===== src/hw/rtl/fcaa_pkg.sv =====
// ----------------------------------------------------------------------------
// Four-channel averager package
// Widths, register indexes, reset values and the sequencer state type
// shared by the averager and its serial arithmetic units.
// ----------------------------------------------------------------------------
package fcaa_pkg;

    // Field and datapath widths
    localparam int COUNT_BITS  = 16;
    localparam int SUM_BITS    = 32;
    localparam int GAIN_BITS   = 16;
    localparam int VALUE_BITS  = 32;
    localparam int SAMPLE_BITS = 16;
    localparam int CH_BITS     = 2;
    localparam int NUM_CH      = 4;
    localparam int PROD_BITS   = SUM_BITS + GAIN_BITS;
    localparam int DIV_CNT_BITS = $clog2(SUM_BITS);
    localparam int MUL_CNT_BITS = $clog2(GAIN_BITS);
    localparam int CFG_IDX_BITS = 2;

    // Channel codes
    localparam logic [CH_BITS-1:0] CH_TEMP = 2'd3;
    localparam logic [CH_BITS-1:0] CH_LAST = 2'd3;

    // Configuration register indexes
    localparam logic [CFG_IDX_BITS-1:0] REG_GAIN_RATE   = 2'd0;
    localparam logic [CFG_IDX_BITS-1:0] REG_GAIN_TEMP   = 2'd1;
    localparam logic [CFG_IDX_BITS-1:0] REG_OFFSET_TEMP = 2'd2;

    // Configuration reset values
    localparam logic [GAIN_BITS-1:0]  GAIN_RATE_RST   = 16'd819;
    localparam logic [GAIN_BITS-1:0]  GAIN_TEMP_RST   = 16'd13107;
    localparam logic [VALUE_BITS-1:0] OFFSET_TEMP_RST = 32'd2949120;

    // Input mode codes
    localparam logic MODE_ACCUM = 1'b0;
    localparam logic MODE_DUMP  = 1'b1;

    // Dump sequencer states
    typedef enum logic [4:0] {
        S_IDLE   = 5'b00001,
        S_CHECK  = 5'b00010,
        S_DIV    = 5'b00100,
        S_MUL    = 5'b01000,
        S_RESULT = 5'b10000
    } state_t;

endpackage


===== src/hw/rtl/four_channel_accumulate_average.sv =====
// A dump handles each channel in turn: check, serial divide, serial multiply and result
// steps for a channel with samples, and only the check and result steps for an empty
// channel; an output stall holds the result step.
// Throughput: one input transfer per cycle while accumulating; one item at a time
// during a dump. Reset is asynchronous, active low: sums, counts and held values clear.
// ----------------------------------------------------------------------------
// Four-channel accumulate-and-dump averager
// Accumulates signed samples per channel and, on a dump, emits the scaled
// mean of each channel, or its held previous value if it is empty, in channel order using serial divide and multiply.
// ----------------------------------------------------------------------------
module four_channel_accumulate_average
(
    input  logic                                clk,
    input  logic                                rst_n,
    // Configuration write port
    input  logic                                cfg_wr_en,
    input  logic [fcaa_pkg::CFG_IDX_BITS-1:0]   cfg_index,
    input  logic [fcaa_pkg::VALUE_BITS-1:0]     cfg_data,
    // Input channel
    input  logic                                in_valid,
    output logic                                in_stall,
    input  logic                                mode,
    input  logic [fcaa_pkg::CH_BITS-1:0]        channel,
    input  logic signed [fcaa_pkg::SAMPLE_BITS-1:0] sample,
    // Output channel
    output logic                                out_valid,
    input  logic                                out_stall,
    output logic [fcaa_pkg::CH_BITS-1:0]        out_channel,
    output logic signed [fcaa_pkg::VALUE_BITS-1:0] value,
    output logic                                valid_res,
    output logic                                all_valid,
    output logic                                last
);

    fcaa_pkg::state_t                      state_reg;
    fcaa_pkg::state_t                      state_next;
    logic [fcaa_pkg::CH_BITS-1:0]          ch_reg;
    logic [fcaa_pkg::CH_BITS-1:0]          ch_next;
    logic                                  all_ok_reg;
    logic                                  all_ok_next;

    logic [fcaa_pkg::GAIN_BITS-1:0]        gain_rate_reg;
    logic [fcaa_pkg::GAIN_BITS-1:0]        gain_temp_reg;
    logic [fcaa_pkg::VALUE_BITS-1:0]       offset_temp_reg;

    logic [fcaa_pkg::SUM_BITS-1:0]         sum_reg   [fcaa_pkg::NUM_CH];
    logic [fcaa_pkg::COUNT_BITS-1:0]       count_reg [fcaa_pkg::NUM_CH];
    logic [fcaa_pkg::VALUE_BITS-1:0]       prev_reg  [fcaa_pkg::NUM_CH];

    logic                                  out_valid_reg;
    logic [fcaa_pkg::CH_BITS-1:0]          out_channel_reg;
    logic [fcaa_pkg::VALUE_BITS-1:0]       value_reg;
    logic                                  valid_res_reg;
    logic                                  all_valid_reg;
    logic                                  last_reg;

    logic                                  in_xfer;
    logic                                  out_xfer;
    logic                                  out_free;
    logic [fcaa_pkg::CH_BITS-1:0]          idx;
    logic [fcaa_pkg::SUM_BITS-1:0]         sum_sel;
    logic [fcaa_pkg::COUNT_BITS-1:0]       count_sel;
    logic                                  has_samples;
    logic                                  is_temp;
    logic                                  accum_en;
    logic                                  load_en;
    logic                                  div_start;
    logic                                  div_done;
    logic [fcaa_pkg::SUM_BITS-1:0]         mean;
    logic                                  mul_start;
    logic                                  mul_done;
    logic [fcaa_pkg::PROD_BITS-1:0]        product;
    logic [fcaa_pkg::GAIN_BITS-1:0]        gain_sel;
    logic [fcaa_pkg::VALUE_BITS-1:0]       offset_sel;
    logic [fcaa_pkg::PROD_BITS:0]          full_sum;
    logic [fcaa_pkg::VALUE_BITS-1:0]       sat_value;
    logic [fcaa_pkg::VALUE_BITS-1:0]       result_value;

    // Handshakes
    assign in_xfer  = in_valid && !in_stall;
    assign out_xfer = out_valid_reg && !out_stall;
    assign out_free = !out_valid_reg || !out_stall;
    assign in_stall = (state_reg != fcaa_pkg::S_IDLE);

    // One channel is addressed at a time: the input's channel when idle,
    // the dump's channel otherwise.
    assign idx         = (state_reg == fcaa_pkg::S_IDLE) ? channel : ch_reg;
    assign sum_sel     = sum_reg[idx];
    assign count_sel   = count_reg[idx];
    assign has_samples = (count_sel != '0);
    assign is_temp     = (ch_reg == fcaa_pkg::CH_TEMP);
    assign gain_sel    = is_temp ? gain_temp_reg : gain_rate_reg;
    assign offset_sel  = is_temp ? offset_temp_reg : '0;

    // Scale result: product plus offset, saturated to 32 bits.
    assign full_sum = {product[fcaa_pkg::PROD_BITS-1], product}
                    + {{(fcaa_pkg::PROD_BITS + 1 - fcaa_pkg::VALUE_BITS)
                        {offset_sel[fcaa_pkg::VALUE_BITS-1]}}, offset_sel};

    always_comb
    begin
        if (full_sum[fcaa_pkg::PROD_BITS:fcaa_pkg::VALUE_BITS-1] == '0 ||
            full_sum[fcaa_pkg::PROD_BITS:fcaa_pkg::VALUE_BITS-1] == '1)
        begin
            sat_value = full_sum[fcaa_pkg::VALUE_BITS-1:0];
        end
        else if (full_sum[fcaa_pkg::PROD_BITS])
        begin
            sat_value = {1'b1, {(fcaa_pkg::VALUE_BITS-1){1'b0}}};
        end
        else
        begin
            sat_value = {1'b0, {(fcaa_pkg::VALUE_BITS-1){1'b1}}};
        end
    end

    assign result_value = has_samples ? sat_value : prev_reg[ch_reg];

    // Dump sequencer
    always_comb
    begin
        state_next  = state_reg;
        ch_next     = ch_reg;
        all_ok_next = all_ok_reg;
        accum_en    = 1'b0;
        load_en     = 1'b0;
        div_start   = 1'b0;
        mul_start   = 1'b0;
        case (state_reg)
            fcaa_pkg::S_IDLE:
            begin
                if (in_xfer)
                begin
                    if (mode == fcaa_pkg::MODE_DUMP)
                    begin
                        ch_next     = '0;
                        all_ok_next = 1'b1;
                        state_next  = fcaa_pkg::S_CHECK;
                    end
                    else
                    begin
                        accum_en = (count_sel != '1);
                    end
                end
            end
            fcaa_pkg::S_CHECK:
            begin
                if (has_samples)
                begin
                    div_start  = 1'b1;
                    state_next = fcaa_pkg::S_DIV;
                end
                else
                begin
                    state_next = fcaa_pkg::S_RESULT;
                end
            end
            fcaa_pkg::S_DIV:
            begin
                if (div_done)
                begin
                    mul_start  = 1'b1;
                    state_next = fcaa_pkg::S_MUL;
                end
            end
            fcaa_pkg::S_MUL:
            begin
                if (mul_done)
                begin
                    state_next = fcaa_pkg::S_RESULT;
                end
            end
            fcaa_pkg::S_RESULT:
            begin
                if (out_free)
                begin
                    load_en     = 1'b1;
                    all_ok_next = all_ok_reg && has_samples;
                    if (ch_reg == fcaa_pkg::CH_LAST)
                    begin
                        state_next = fcaa_pkg::S_IDLE;
                    end
                    else
                    begin
                        ch_next    = ch_reg + 1'b1;
                        state_next = fcaa_pkg::S_CHECK;
                    end
                end
            end
            default:
            begin
                state_next = fcaa_pkg::S_IDLE;
            end
        endcase
    end

    // Sequencer registers
    always_ff @(posedge clk or negedge rst_n)
    begin
        if (!rst_n)
        begin
            state_reg  <= fcaa_pkg::S_IDLE;
            ch_reg     <= '0;
            all_ok_reg <= 1'b0;
        end
        else
        begin
            state_reg  <= state_next;
            ch_reg     <= ch_next;
            all_ok_reg <= all_ok_next;
        end
    end

    // Configuration registers; writes to an unused index are ignored.
    always_ff @(posedge clk or negedge rst_n)
    begin
        if (!rst_n)
        begin
            gain_rate_reg   <= fcaa_pkg::GAIN_RATE_RST;
            gain_temp_reg   <= fcaa_pkg::GAIN_TEMP_RST;
            offset_temp_reg <= fcaa_pkg::OFFSET_TEMP_RST;
        end
        else if (cfg_wr_en)
        begin
            case (cfg_index)
                fcaa_pkg::REG_GAIN_RATE:   gain_rate_reg   <= cfg_data[fcaa_pkg::GAIN_BITS-1:0];
                fcaa_pkg::REG_GAIN_TEMP:   gain_temp_reg   <= cfg_data[fcaa_pkg::GAIN_BITS-1:0];
                fcaa_pkg::REG_OFFSET_TEMP: offset_temp_reg <= cfg_data;
                default:
                begin
                end
            endcase
        end
    end

    // Channel state: accumulate on a sample, clear and hold the new value on a result for a channel with samples.
    always_ff @(posedge clk or negedge rst_n)
    begin
        if (!rst_n)
        begin
            for (int i = 0; i < fcaa_pkg::NUM_CH; i++)
            begin
                sum_reg[i]   <= '0;
                count_reg[i] <= '0;
                prev_reg[i]  <= '0;
            end
        end
        else if (accum_en)
        begin
            sum_reg[idx]   <= sum_sel + {{(fcaa_pkg::SUM_BITS - fcaa_pkg::SAMPLE_BITS)
                                          {sample[fcaa_pkg::SAMPLE_BITS-1]}}, sample};
            count_reg[idx] <= count_sel + 1'b1;
        end
        else if (load_en && has_samples)
        begin
            sum_reg[idx]   <= '0;
            count_reg[idx] <= '0;
            prev_reg[idx]  <= sat_value;
        end
    end

    // Output register: valid flag
    always_ff @(posedge clk or negedge rst_n)
    begin
        if (!rst_n)
        begin
            out_valid_reg <= 1'b0;
        end
        else if (load_en)
        begin
            out_valid_reg <= 1'b1;
        end
        else if (out_xfer)
        begin
            out_valid_reg <= 1'b0;
        end
    end

    // Output register: payload
    always_ff @(posedge clk)
    begin
        if (load_en)
        begin
            out_channel_reg <= ch_reg;
            value_reg       <= result_value;
            valid_res_reg   <= has_samples;
            last_reg        <= (ch_reg == fcaa_pkg::CH_LAST);
            all_valid_reg   <= (ch_reg == fcaa_pkg::CH_LAST) && all_ok_reg && has_samples;
        end
    end

    // Serial divider: mean of the addressed channel
    fcaa_div u_div
    (
        .clk      (clk),
        .rst_n    (rst_n),
        .start    (div_start),
        .dividend (sum_sel),
        .divisor  (count_sel),
        .done     (div_done),
        .quotient (mean)
    );

    // Serial multiplier: mean times the channel's gain
    fcaa_mul u_mul
    (
        .clk     (clk),
        .rst_n   (rst_n),
        .start   (mul_start),
        .mcand   (mean),
        .mplier  (gain_sel),
        .done    (mul_done),
        .product (product)
    );

    assign out_valid   = out_valid_reg;
    assign out_channel = out_channel_reg;
    assign value       = value_reg;
    assign valid_res   = valid_res_reg;
    assign all_valid   = all_valid_reg;
    assign last        = last_reg;

endmodule


===== src/hw/rtl/fcaa_div.sv =====
// ----------------------------------------------------------------------------
// Serial signed divider
// Restoring division of a signed sum by an unsigned nonzero count, one
// quotient bit per cycle, quotient truncated toward zero.
// ----------------------------------------------------------------------------
module fcaa_div
(
    input  logic                            clk,
    input  logic                            rst_n,
    input  logic                            start,
    input  logic [fcaa_pkg::SUM_BITS-1:0]   dividend,
    input  logic [fcaa_pkg::COUNT_BITS-1:0] divisor,
    output logic                            done,
    output logic [fcaa_pkg::SUM_BITS-1:0]   quotient
);

    logic                                busy_reg;
    logic                                done_reg;
    logic [fcaa_pkg::DIV_CNT_BITS-1:0]   cnt_reg;
    logic [fcaa_pkg::COUNT_BITS-1:0]     rem_reg;
    logic [fcaa_pkg::COUNT_BITS-1:0]     rem_next;
    logic [fcaa_pkg::SUM_BITS-1:0]       quo_reg;
    logic [fcaa_pkg::COUNT_BITS-1:0]     dsr_reg;
    logic                                neg_reg;
    logic [fcaa_pkg::SUM_BITS-1:0]       magnitude;
    logic [fcaa_pkg::COUNT_BITS:0]       trial;
    logic [fcaa_pkg::COUNT_BITS:0]       diff;
    logic                                fits;

    // Magnitude of the dividend; the most negative sum maps to its unsigned value.
    assign magnitude = dividend[fcaa_pkg::SUM_BITS-1] ? (~dividend + 1'b1) : dividend;

    // One restoring step: bring in the next dividend bit and try a subtract.
    assign trial    = {rem_reg, quo_reg[fcaa_pkg::SUM_BITS-1]};
    assign diff     = trial - {1'b0, dsr_reg};
    assign fits     = (trial >= {1'b0, dsr_reg});
    assign rem_next = fits ? diff[fcaa_pkg::COUNT_BITS-1:0]
                           : trial[fcaa_pkg::COUNT_BITS-1:0];

    // Control: step counter and completion pulse.
    always_ff @(posedge clk or negedge rst_n)
    begin
        if (!rst_n)
        begin
            busy_reg <= 1'b0;
            done_reg <= 1'b0;
            cnt_reg  <= '0;
        end
        else
        begin
            done_reg <= busy_reg && (cnt_reg == fcaa_pkg::DIV_CNT_BITS'(fcaa_pkg::SUM_BITS - 1));
            if (start)
            begin
                busy_reg <= 1'b1;
                cnt_reg  <= '0;
            end
            else if (busy_reg)
            begin
                cnt_reg <= cnt_reg + 1'b1;
                if (cnt_reg == fcaa_pkg::DIV_CNT_BITS'(fcaa_pkg::SUM_BITS - 1))
                begin
                    busy_reg <= 1'b0;
                end
            end
        end
    end

    // Datapath: the quotient bits shift in as the dividend bits shift out.
    always_ff @(posedge clk)
    begin
        if (start)
        begin
            rem_reg <= '0;
            quo_reg <= magnitude;
            dsr_reg <= divisor;
            neg_reg <= dividend[fcaa_pkg::SUM_BITS-1];
        end
        else if (busy_reg)
        begin
            rem_reg <= rem_next;
            quo_reg <= {quo_reg[fcaa_pkg::SUM_BITS-2:0], fits};
        end
    end

    assign done     = done_reg;
    assign quotient = neg_reg ? (~quo_reg + 1'b1) : quo_reg;

endmodule


===== src/hw/rtl/fcaa_mul.sv =====
// ----------------------------------------------------------------------------
// Serial multiplier
// Shift-and-add product of a signed mean and an unsigned gain, one gain
// bit per cycle.
// ----------------------------------------------------------------------------
module fcaa_mul
(
    input  logic                             clk,
    input  logic                             rst_n,
    input  logic                             start,
    input  logic [fcaa_pkg::SUM_BITS-1:0]    mcand,
    input  logic [fcaa_pkg::GAIN_BITS-1:0]   mplier,
    output logic                             done,
    output logic [fcaa_pkg::PROD_BITS-1:0]   product
);

    logic                                busy_reg;
    logic                                done_reg;
    logic [fcaa_pkg::MUL_CNT_BITS-1:0]   cnt_reg;
    logic [fcaa_pkg::PROD_BITS-1:0]      acc_reg;
    logic [fcaa_pkg::PROD_BITS-1:0]      acc_next;
    logic [fcaa_pkg::PROD_BITS-1:0]      mcand_reg;
    logic [fcaa_pkg::GAIN_BITS-1:0]      mplier_reg;

    // Add the shifted multiplicand when the current gain bit is set.
    assign acc_next = acc_reg + (mplier_reg[0] ? mcand_reg : '0);

    // Control: bit counter and completion pulse.
    always_ff @(posedge clk or negedge rst_n)
    begin
        if (!rst_n)
        begin
            busy_reg <= 1'b0;
            done_reg <= 1'b0;
            cnt_reg  <= '0;
        end
        else
        begin
            done_reg <= busy_reg && (cnt_reg == fcaa_pkg::MUL_CNT_BITS'(fcaa_pkg::GAIN_BITS - 1));
            if (start)
            begin
                busy_reg <= 1'b1;
                cnt_reg  <= '0;
            end
            else if (busy_reg)
            begin
                cnt_reg <= cnt_reg + 1'b1;
                if (cnt_reg == fcaa_pkg::MUL_CNT_BITS'(fcaa_pkg::GAIN_BITS - 1))
                begin
                    busy_reg <= 1'b0;
                end
            end
        end
    end

    // Datapath: multiplicand shifts left, gain shifts right.
    always_ff @(posedge clk)
    begin
        if (start)
        begin
            acc_reg    <= '0;
            mcand_reg  <= {{fcaa_pkg::GAIN_BITS{mcand[fcaa_pkg::SUM_BITS-1]}}, mcand};
            mplier_reg <= mplier;
        end
        else if (busy_reg)
        begin
            acc_reg    <= acc_next;
            mcand_reg  <= {mcand_reg[fcaa_pkg::PROD_BITS-2:0], 1'b0};
            mplier_reg <= {1'b0, mplier_reg[fcaa_pkg::GAIN_BITS-1:1]};
        end
    end

    assign done    = done_reg;
    assign product = acc_reg;

endmodule

===== config.mk =====
export PLATFORM = sky130hd
export DESIGN_NAME = four_channel_accumulate_average
export DESIGN_NICKNAME = d
export VERILOG_FILES = /design/src/hw/rtl/fcaa_pkg.sv /design/src/hw/rtl/four_channel_accumulate_average.sv /design/src/hw/rtl/fcaa_div.sv /design/src/hw/rtl/fcaa_mul.sv
export SDC_FILE = /design/constraint.sdc
export NUM_CORES = 2
export LEC_CHECK = 0
export ABC_AREA = 1
export BUFFER_PORTS_ARGS = -buffer_cell sky130_fd_sc_hd__buf_2
export CORE_MARGIN = 2
export CORE_UTILIZATION = 45
export DETAILED_ROUTE_END_ITERATION = 10
export GPL_TIMING_DRIVEN = 1
export PLACE_DENSITY = 0.63
export SYNTH_ARGS = -nofsm -noshare
export SYNTH_HDL_FRONTEND = slang
export SYNTH_HIERARCHICAL = 1
export SYNTH_SLANG_ARGS = --single-unit

===== constraint.sdc =====
create_clock -name clk -period 4.37 [get_ports clk]
set_input_delay 0.6555 -clock clk [delete_from_list [all_inputs] [get_ports clk]]
set_output_delay 0.6555 -clock clk [all_outputs]
set_load 0.1 [all_outputs]

# After elaboration in Yosys (flattened, before gate mapping)
# Cells that the tools add are included.
# Widths: inputs -> output; s select.
[totals]
reg_bits = 620
input_bits = 58
out_inout_bits = 39
word_cells = 182
[classes]
addsub = 10
order_cmp = 4
n_eq_ne = 19
muxes = 74
bitwise = 9
n_reduce_logical = 29
[ops]
columns = ["op", "n"]
rows = [
  ["$mux 32", 13],
  ["$bwmux 128", 2],
  ["$mux 128", 2],
  ["$mux 48", 3],
  ["$and 128x128->128", 1],
  ["$bmux 32 s2", 2],
  ["$mux 64", 2],
  ["$not 128->128", 1],
  ["$mux 16", 7],
  ["$add 32x1->32 const B", 2],
  ["$and 64x64->64", 1],
  ["$bwmux 64", 1],
  ["$demux 32 s2", 1],
  ["$not 32->32", 2],
  ["$not 64->64", 1],
  ["$add 48x32->49", 1],
  ["$add 48x48->48", 1],
  ["$mux 5", 8],
  ["$add 32x32->32", 1],
  ["$bmux 16 s2", 1],
  ["$demux 16 s2", 1],
  ["$pmux 5 s5", 1],
  ["$mux 1", 20],
  ["$eq 18x18->1 const B", 1],
  ["other kinds (36)", 69],
]

# Longest topological paths before layout
[depth]
ltp_word = 12
depth_mapped = 28
ltp_nobuf = 25

# Modules after synthesis
# Netlist, hierarchy kept.
[by_module_without_submodules]
columns = ["module", "n_inst", "cells_per_inst", "area_each_um2", "seq_area_each_um2"]
rows = [
  ["four_channel_accumulate_average", 1, 4495, 29275.6, 10969.3],
  ["fcaa_mul", 1, 1492, 9221.3, 3032.9],
  ["fcaa_div", 1, 860, 5788.1, 1966.9],
]

# Least setup slack after synthesis
# Ideal clock, no wire load.
[synth_path]
path_type = "reg2reg"
start = "reg state_reg[0]"
end = "reg u_div/quo_reg[0] (netlist bit) (enable)"
setup_time_ps = 391
arrival_ps = 4371
t_required_ps = 3979
setup_slack_ps = -392
path_stages_with_launch = 21
path_buffers = 5
period_less_slack_ps = 4762
cell_sequence = "dfstp_2 > nand3_4 > buf_6 > nand2_1 > o21ai_4 > nor2_4 > buf_6 > buf_4 > nand2_1 > nand2_1 > nor2_2 > ha_1 > nand3_1 > nor2_1 > nand2_2 > clkinv_1 > clkbuf_1 > nor2_1 > clkbuf_1 > nor2_1 > inv_1"
[synth_between]
elab_chain_len = 10
word_cells_on_any_way = 11
classes_between = "eq/ne (2); mux (6); bitwise (1); reduce/logical (2)"
[synth_rtl]
columns = ["item", "line", "text"]
rows = [
  ["start, declared", "four_channel_accumulate_average.sv:35", "fcaa_pkg::state_t state_reg;"],
  ["start signal, assigned", "four_channel_accumulate_average.sv:202", "state_reg <= fcaa_pkg::S_IDLE;"],
  ["start signal, assigned", "four_channel_accumulate_average.sv:208", "state_reg <= state_next;"],
  ["$eq 5x1->1", "four_channel_accumulate_average.sv:87", "assign idx = (state_reg == fcaa_pkg::S_IDLE) ? channel : ch_reg;"],
  ["$mux 2", "four_channel_accumulate_average.sv:87", ""],
  ["$not 2->3 (implied by the code)", "four_channel_accumulate_average.sv:89", "assign count_sel = count_reg[idx];"],
  ["$bmux 16 s2", "four_channel_accumulate_average.sv:89", ""],
  ["$mux 16 (implied by the code) (2 in series)", "four_channel_accumulate_average.sv:89", ""],
  ["$reduce_bool 16->1", "four_channel_accumulate_average.sv:90", "assign has_samples = (count_sel != '0);"],
  ["$mux 1", "four_channel_accumulate_average.sv:148", "if (has_samples)"],
  ["$mux 1 (*)", "four_channel_accumulate_average.sv:129", "case (state_reg)"],
  ["named net div_start", "four_channel_accumulate_average.sv:67", "logic div_start;"],
  ["$reduce_bool 2->1 (no line) (*)", "n/a", ""],
  ["end signal, assigned", "fcaa_div.sv:74", "quo_reg <= magnitude;"],
  ["end signal, assigned", "fcaa_div.sv:81", "quo_reg <= {quo_reg[fcaa_pkg::SUM_BITS-2:0], fits};"],
  ["end, declared", "fcaa_div.sv:22", "logic [fcaa_pkg::SUM_BITS-1:0] quo_reg;"],
]
# Mark *: on every way through the listed nets, which the timed path passes. The rest lies on a longest branch. The select of a mux whose other input is x is not followed.
# A chain may end at the register's enable or synchronous reset.

# Final worst setup path
[layout_path]
start = "reg state_reg[1]"
end = "reg prev_reg[63] (netlist bit)"
[layout_between]
elab_chain_len = 12
word_cells_on_any_way = 25
classes_between = "order compare (2); eq/ne (4); mux (11); bitwise (2); reduce/logical (6)"
[layout_rtl]
columns = ["item", "line", "text"]
rows = [
  ["$eq 5x1->1 (*)", "four_channel_accumulate_average.sv:87", ""],
  ["$mux 2 (*)", "four_channel_accumulate_average.sv:87", ""],
  ["$not 2->3 (implied by the code) (*)", "four_channel_accumulate_average.sv:89", ""],
  ["$bmux 16 s2 (*)", "four_channel_accumulate_average.sv:89", ""],
  ["$mux 16 (implied by the code) (*) (2 in series)", "four_channel_accumulate_average.sv:89", ""],
  ["named net count_sel, one bit", "four_channel_accumulate_average.sv:62", "logic [fcaa_pkg::COUNT_BITS-1:0] count_sel;"],
  ["$ne 16x16->1", "four_channel_accumulate_average.sv:142", "accum_en = (count_sel != '1);"],
  ["$mux 1", "four_channel_accumulate_average.sv:134", "if (mode == fcaa_pkg::MODE_DUMP)"],
  ["$mux 1", "four_channel_accumulate_average.sv:132", "if (in_xfer)"],
  ["$mux 1", "four_channel_accumulate_average.sv:129", ""],
  ["$not 1->1 (no line)", "n/a", ""],
  ["$reduce_and 2->1 (no line) (*)", "n/a", ""],
  ["end signal, assigned by index", "four_channel_accumulate_average.sv:258", "prev_reg[idx] <= sat_value;"],
  ["end, declared", "four_channel_accumulate_average.sv:48", "logic [fcaa_pkg::VALUE_BITS-1:0] prev_reg [fcaa_pkg::NUM_CH];"],
]
# Marked as above.

==> summary.md <==
| Metric | Value |
|---|---|
| Setup repair after global routing missed its margin | `no` |
| Switching power total | `0.01420 W` |
| CTS sink count | `620` |
| Worst slack at placement | `165.6 ps` |
| Slew at the pin closest to its max-slew limit | `1051 ps` |
| Category of the critical setup timing path | `register to register` |
| Finish-stage setup viols | `0` |
| Die Outline Area | `100,900 sq um` |
| Final core utilization | `0.5023` |
| Number of max-cap violations | `0` |
| Total internal power | `0.01647 W` |
| Global routing usage on met1 | `0.3798` |
| Core Box Area | `97,990 sq um` |
| Clock Skew | `32.28 ps` |
| Violations in the final reports | `negative hold slack` |
| Die X | `317.7 um` |
| Most Used Layer, Global Route | `met2` |
| Remaining max-slew budget at the tightest pin | `0.2994` |
| Proportion of power drawn by flip-flops and latches | `0.274` |
| Most frequent cell after synthesis | `sky130_fd_sc_hd__nand2_1` |
| Cell count after synthesis | `6,847` |
| Mean instance size in the synthesized netlist | `6.468 sq um` |
| # hold bufs at CTS | `0` |
| Leading area contributor after synthesis | `sky130_fd_sc_hd__nand2_1` |
| Met3 track demand over resource | `0.02961` |
| Cells taking the most area after synthesis | `sky130_fd_sc_hd__nand2_1 (25%), sky130_fd_sc_hd__dfrtp_1 (22%), sky130_fd_sc_hd__edfxtp_1 (10%)` |
| Detail-routed net length per standard cell | `17.21 um` |
| Switching power share of the total | `0.4629` |
| Port Buffers | `96` |
| Startpoint type of the worst setup path | `register` |
| P per Cell Area | `623.1 nW/um^2` |
| Latest clock arrival within the worst-skew pair | `650 ps` |
| Average vias per placed instance | `5.221` |
| Final-stage net count | `7,117` |
| Routability-driven placement congestion ratio | `1.007` |
| Critical path fanouts, max | `33` |
| Endpoint type of the worst setup path | `register` |
| Starting density of the core | `0.4519` |
| Leakage power summed over all cells | `26.59 nW` |
| Fraction of layout cells with a size suffix above 1 | `0.08556` |
| Clock tree buffer depth | `3` |
| Number of max-slew violations in the final report | `0` |
| Detailed router's first-iteration violation count | `4,484` |
| Number of flip-flops and latches in the synthesized netlist | `620` |
| Post-CTS clock slew at the launch and capture registers of the worst setup and hold paths | `60 ps` |
| Area of combinational cells with multiple inputs | `24,270 sq um` |
| Max Clock Freq | `0.2393 GHz` |
| Global-route wire length before repair | `224,400 um` |
| Hold violation total from the final report | `4` |
| Top post-synthesis cells by count | `sky130_fd_sc_hd__nand2_1 (2,971), sky130_fd_sc_hd__inv_1 (749), sky130_fd_sc_hd__nor2_1 (590), sky130_fd_sc_hd__nand3_1 (471), sky130_fd_sc_hd__dfrtp_1 (387)` |
| Combinational cell fraction of total power | `0.517` |
| Final Total Pwr | `0.03067 W` |
| Via count of the routed design | `43,100` |
| Post-synthesis cell type count | `57` |
| # rows | `115` |
| Fraction of the cycle the final worst path needs | `0.9561` |
| Initial DRT Pass Iterations | `8` |
| Synth Warn # | `6` |
| Met2 Track Usage GR | `0.4490` |
| Post-Synthesis Cell Area | `44,280 sq um` |
| Number of design rule violations left after detail routing | `0` |
| Maximum ir drop on the vdd rail | `0.3725 mV` |
| Status | `finished, violations left` |
| Global-route usage over all layers | `0.2758` |
| Tightest Hold Check Type | `input port to asynchronous set/reset pin` |
| Antenna-violating nets left | `0` |
| Initial antenna violation count | `2` |
| TritonCTS clock tree | `built` |
| Area fraction of the dominant cell type after synthesis | `0.2518` |
| Number of ports placed on the die boundary | `97` |
| Most common flop cell mapped by yosys | `sky130_fd_sc_hd__dfrtp_1` |
| Total area of sequential cells | `15,970 sq um` |
| Time the worst path needs with I/O delays and setup | `4178 ps` |
| H-Tree Level Count | `3` |
| Arrival time of data at the critical path endpoint | `4710 ps` |
| Clock root buffer | `sky130_fd_sc_hd__clkbuf_16` |
| Post-synth net total | `7,059` |
| Clock share of power | `0.209` |
| Setup ws final | `191.8 ps` |
| Share of synthesized area occupied by flip-flops and latches | `0.3606` |
| Final WL | `142,000 um` |
| Largest net degree at the start of global routing | `86` |
| Number of filler cells placed in the layout | `9,955` |
| Total congestion overflow | `0` |
| Fraction of registers with async set/reset | `0.6548` |
| Number of enable-type register cells in the synthesized netlist | `150` |
| Height of the chip | `317.7 um` |
| Setup Total Neg Slack | `0 ps` |
| Hold slack | `-24.64 ps` |
| Dpl hpwl | `100,700 um` |
| Signed area change from the synthesized netlist to the final layout | `11.15%` |
| Via count of the first global-routing pass | `40,240` |
| Number of buffers inserted during clock tree synthesis | `73` |
| Data required time of the critical path | `4900 ps` |
per-layer routing:
metal	up-vias	share of wire
met3	244	0.061
met2	1484	0.46
met4	0	0.034
met5	-	0
li1	21610	-
met1	19760	0.45
cell type report:
class / instances / share of cell area
Sequential cell: 620 / 0.3245
Inverter: 781 / 0.05981
Multi-Input combinational cell: 5186 / 0.4931
Tap cell: 1287 / 0.03271
Clock buffer: 114 / 0.04415
Timing Repair Buffer: 243 / 0.03889
Antenna cell: 2 / 0.0001017
Clock inverter: 22 / 0.006736
final timing paths:
kind,startpoint,end,slack (ps),depth (start not counted)
max in group asynchronous,rst_n,gain_temp_reg[0],3250,2
worst min register to register,prev_reg[85],prev_reg[85],470,2
min in group clk,cfg_data[31],offset_temp_reg[31],230,2
worst max-delay path,state_reg[1],prev_reg[63],190,17
worst min-delay path,rst_n,prev_reg[15],-20,1
worst max register to register,state_reg[1],prev_reg[63],190,17
through the flow:
stage                     area, sq um  cells  hold slack (ps)
final                           49220   8255           -24.64
after global routing            49220   8255            25.49
after CTS                       49060   8249            11.69
after detailed placement        46560   8113            460.0
after global placement          46560   8113            456.6
after floorplan                 44290   6847            359.9
critical path, stage by stage (launching register included):
cell	delay [ps]
sky130_fd_sc_hd__dfrtp_1	430
sky130_fd_sc_hd__nor2_4	170
sky130_fd_sc_hd__nand3_4	160
sky130_fd_sc_hd__o21ai_4	390
sky130_fd_sc_hd__nand2_8	180
sky130_fd_sc_hd__buf_12	220
sky130_fd_sc_hd__buf_4	240
sky130_fd_sc_hd__nor2_1	120
sky130_fd_sc_hd__a21oi_1	90
sky130_fd_sc_hd__nand2_1	220
sky130_fd_sc_hd__inv_1	110
sky130_fd_sc_hd__nand3_1	100
sky130_fd_sc_hd__nor2_1	60
sky130_fd_sc_hd__nand2_2	140
sky130_fd_sc_hd__nand2_4	160
sky130_fd_sc_hd__nor2_2	210
sky130_fd_sc_hd__clkinv_2	570
sky130_fd_sc_hd__o21ai_0	440
layout by cell type, fill, tap and decap left out, types with 25 or more instances in the layout:
cell type,netlist,layout
sky130_fd_sc_hd__nand4_1,64,64
sky130_fd_sc_hd__nand2_1,2971,2968
sky130_fd_sc_hd__buf_2,59,95
sky130_fd_sc_hd__ha_1,150,144
sky130_fd_sc_hd__o22ai_1,66,66
sky130_fd_sc_hd__o21ai_1,62,63
sky130_fd_sc_hd__nor2_1,590,582
sky130_fd_sc_hd__a21oi_1,144,144
sky130_fd_sc_hd__nand3_1,471,465
sky130_fd_sc_hd__nor2_2,42,45
sky130_fd_sc_hd__xnor2_1,44,44
sky130_fd_sc_hd__inv_2,29,31
sky130_fd_sc_hd__o21ai_0,239,238
sky130_fd_sc_hd__inv_1,749,743
sky130_fd_sc_hd__dfxtp_1,64,64
sky130_fd_sc_hd__edfxtp_1,150,150
sky130_fd_sc_hd__buf_4,17,120
sky130_fd_sc_hd__dfrtp_1,387,386
sky130_fd_sc_hd__nor3_1,31,29
sky130_fd_sc_hd__xor2_1,79,79
sky130_fd_sc_hd__clkbuf_16,0,75
sky130_fd_sc_hd__buf_12,0,25
sky130_fd_sc_hd__nand2_2,41,40
power by group through the flow:
stage / Sequential [W] / Clock, W / Combinational [W]
2_1_floorplan: 0.00809 / 0 / 0.0105
3_3_place_gp: 0.00845 / 0 / 0.0154
3_5_place_dp: 0.00847 / 0 / 0.0155
4_1_cts: 0.00838 / 0.00654 / 0.0156
5_1_grt: 0.00851 / 0.00677 / 0.0176
6_report: 0.00839 / 0.00642 / 0.0159
logic make-up after synthesis:
group / Yosys count / synth area share
compound gates: 593 / 0.07383
xor+xnor: 123 / 0.02433
fa+ha+maj: 154 / 0.04419
buf+inv: 1042 / 0.09504
flops: 620 / 0.3606
mux: 16 / 0.004068
simple gates: 4299 / 0.3979
what timing repair did:
item | in CTS | in global routing
buffers inserted | 0 | 3
resized for setup | 0 | 27
endpoints found under the setup margin | 0 | 241
No activity file was read; power rests on OpenSTA's default activity.
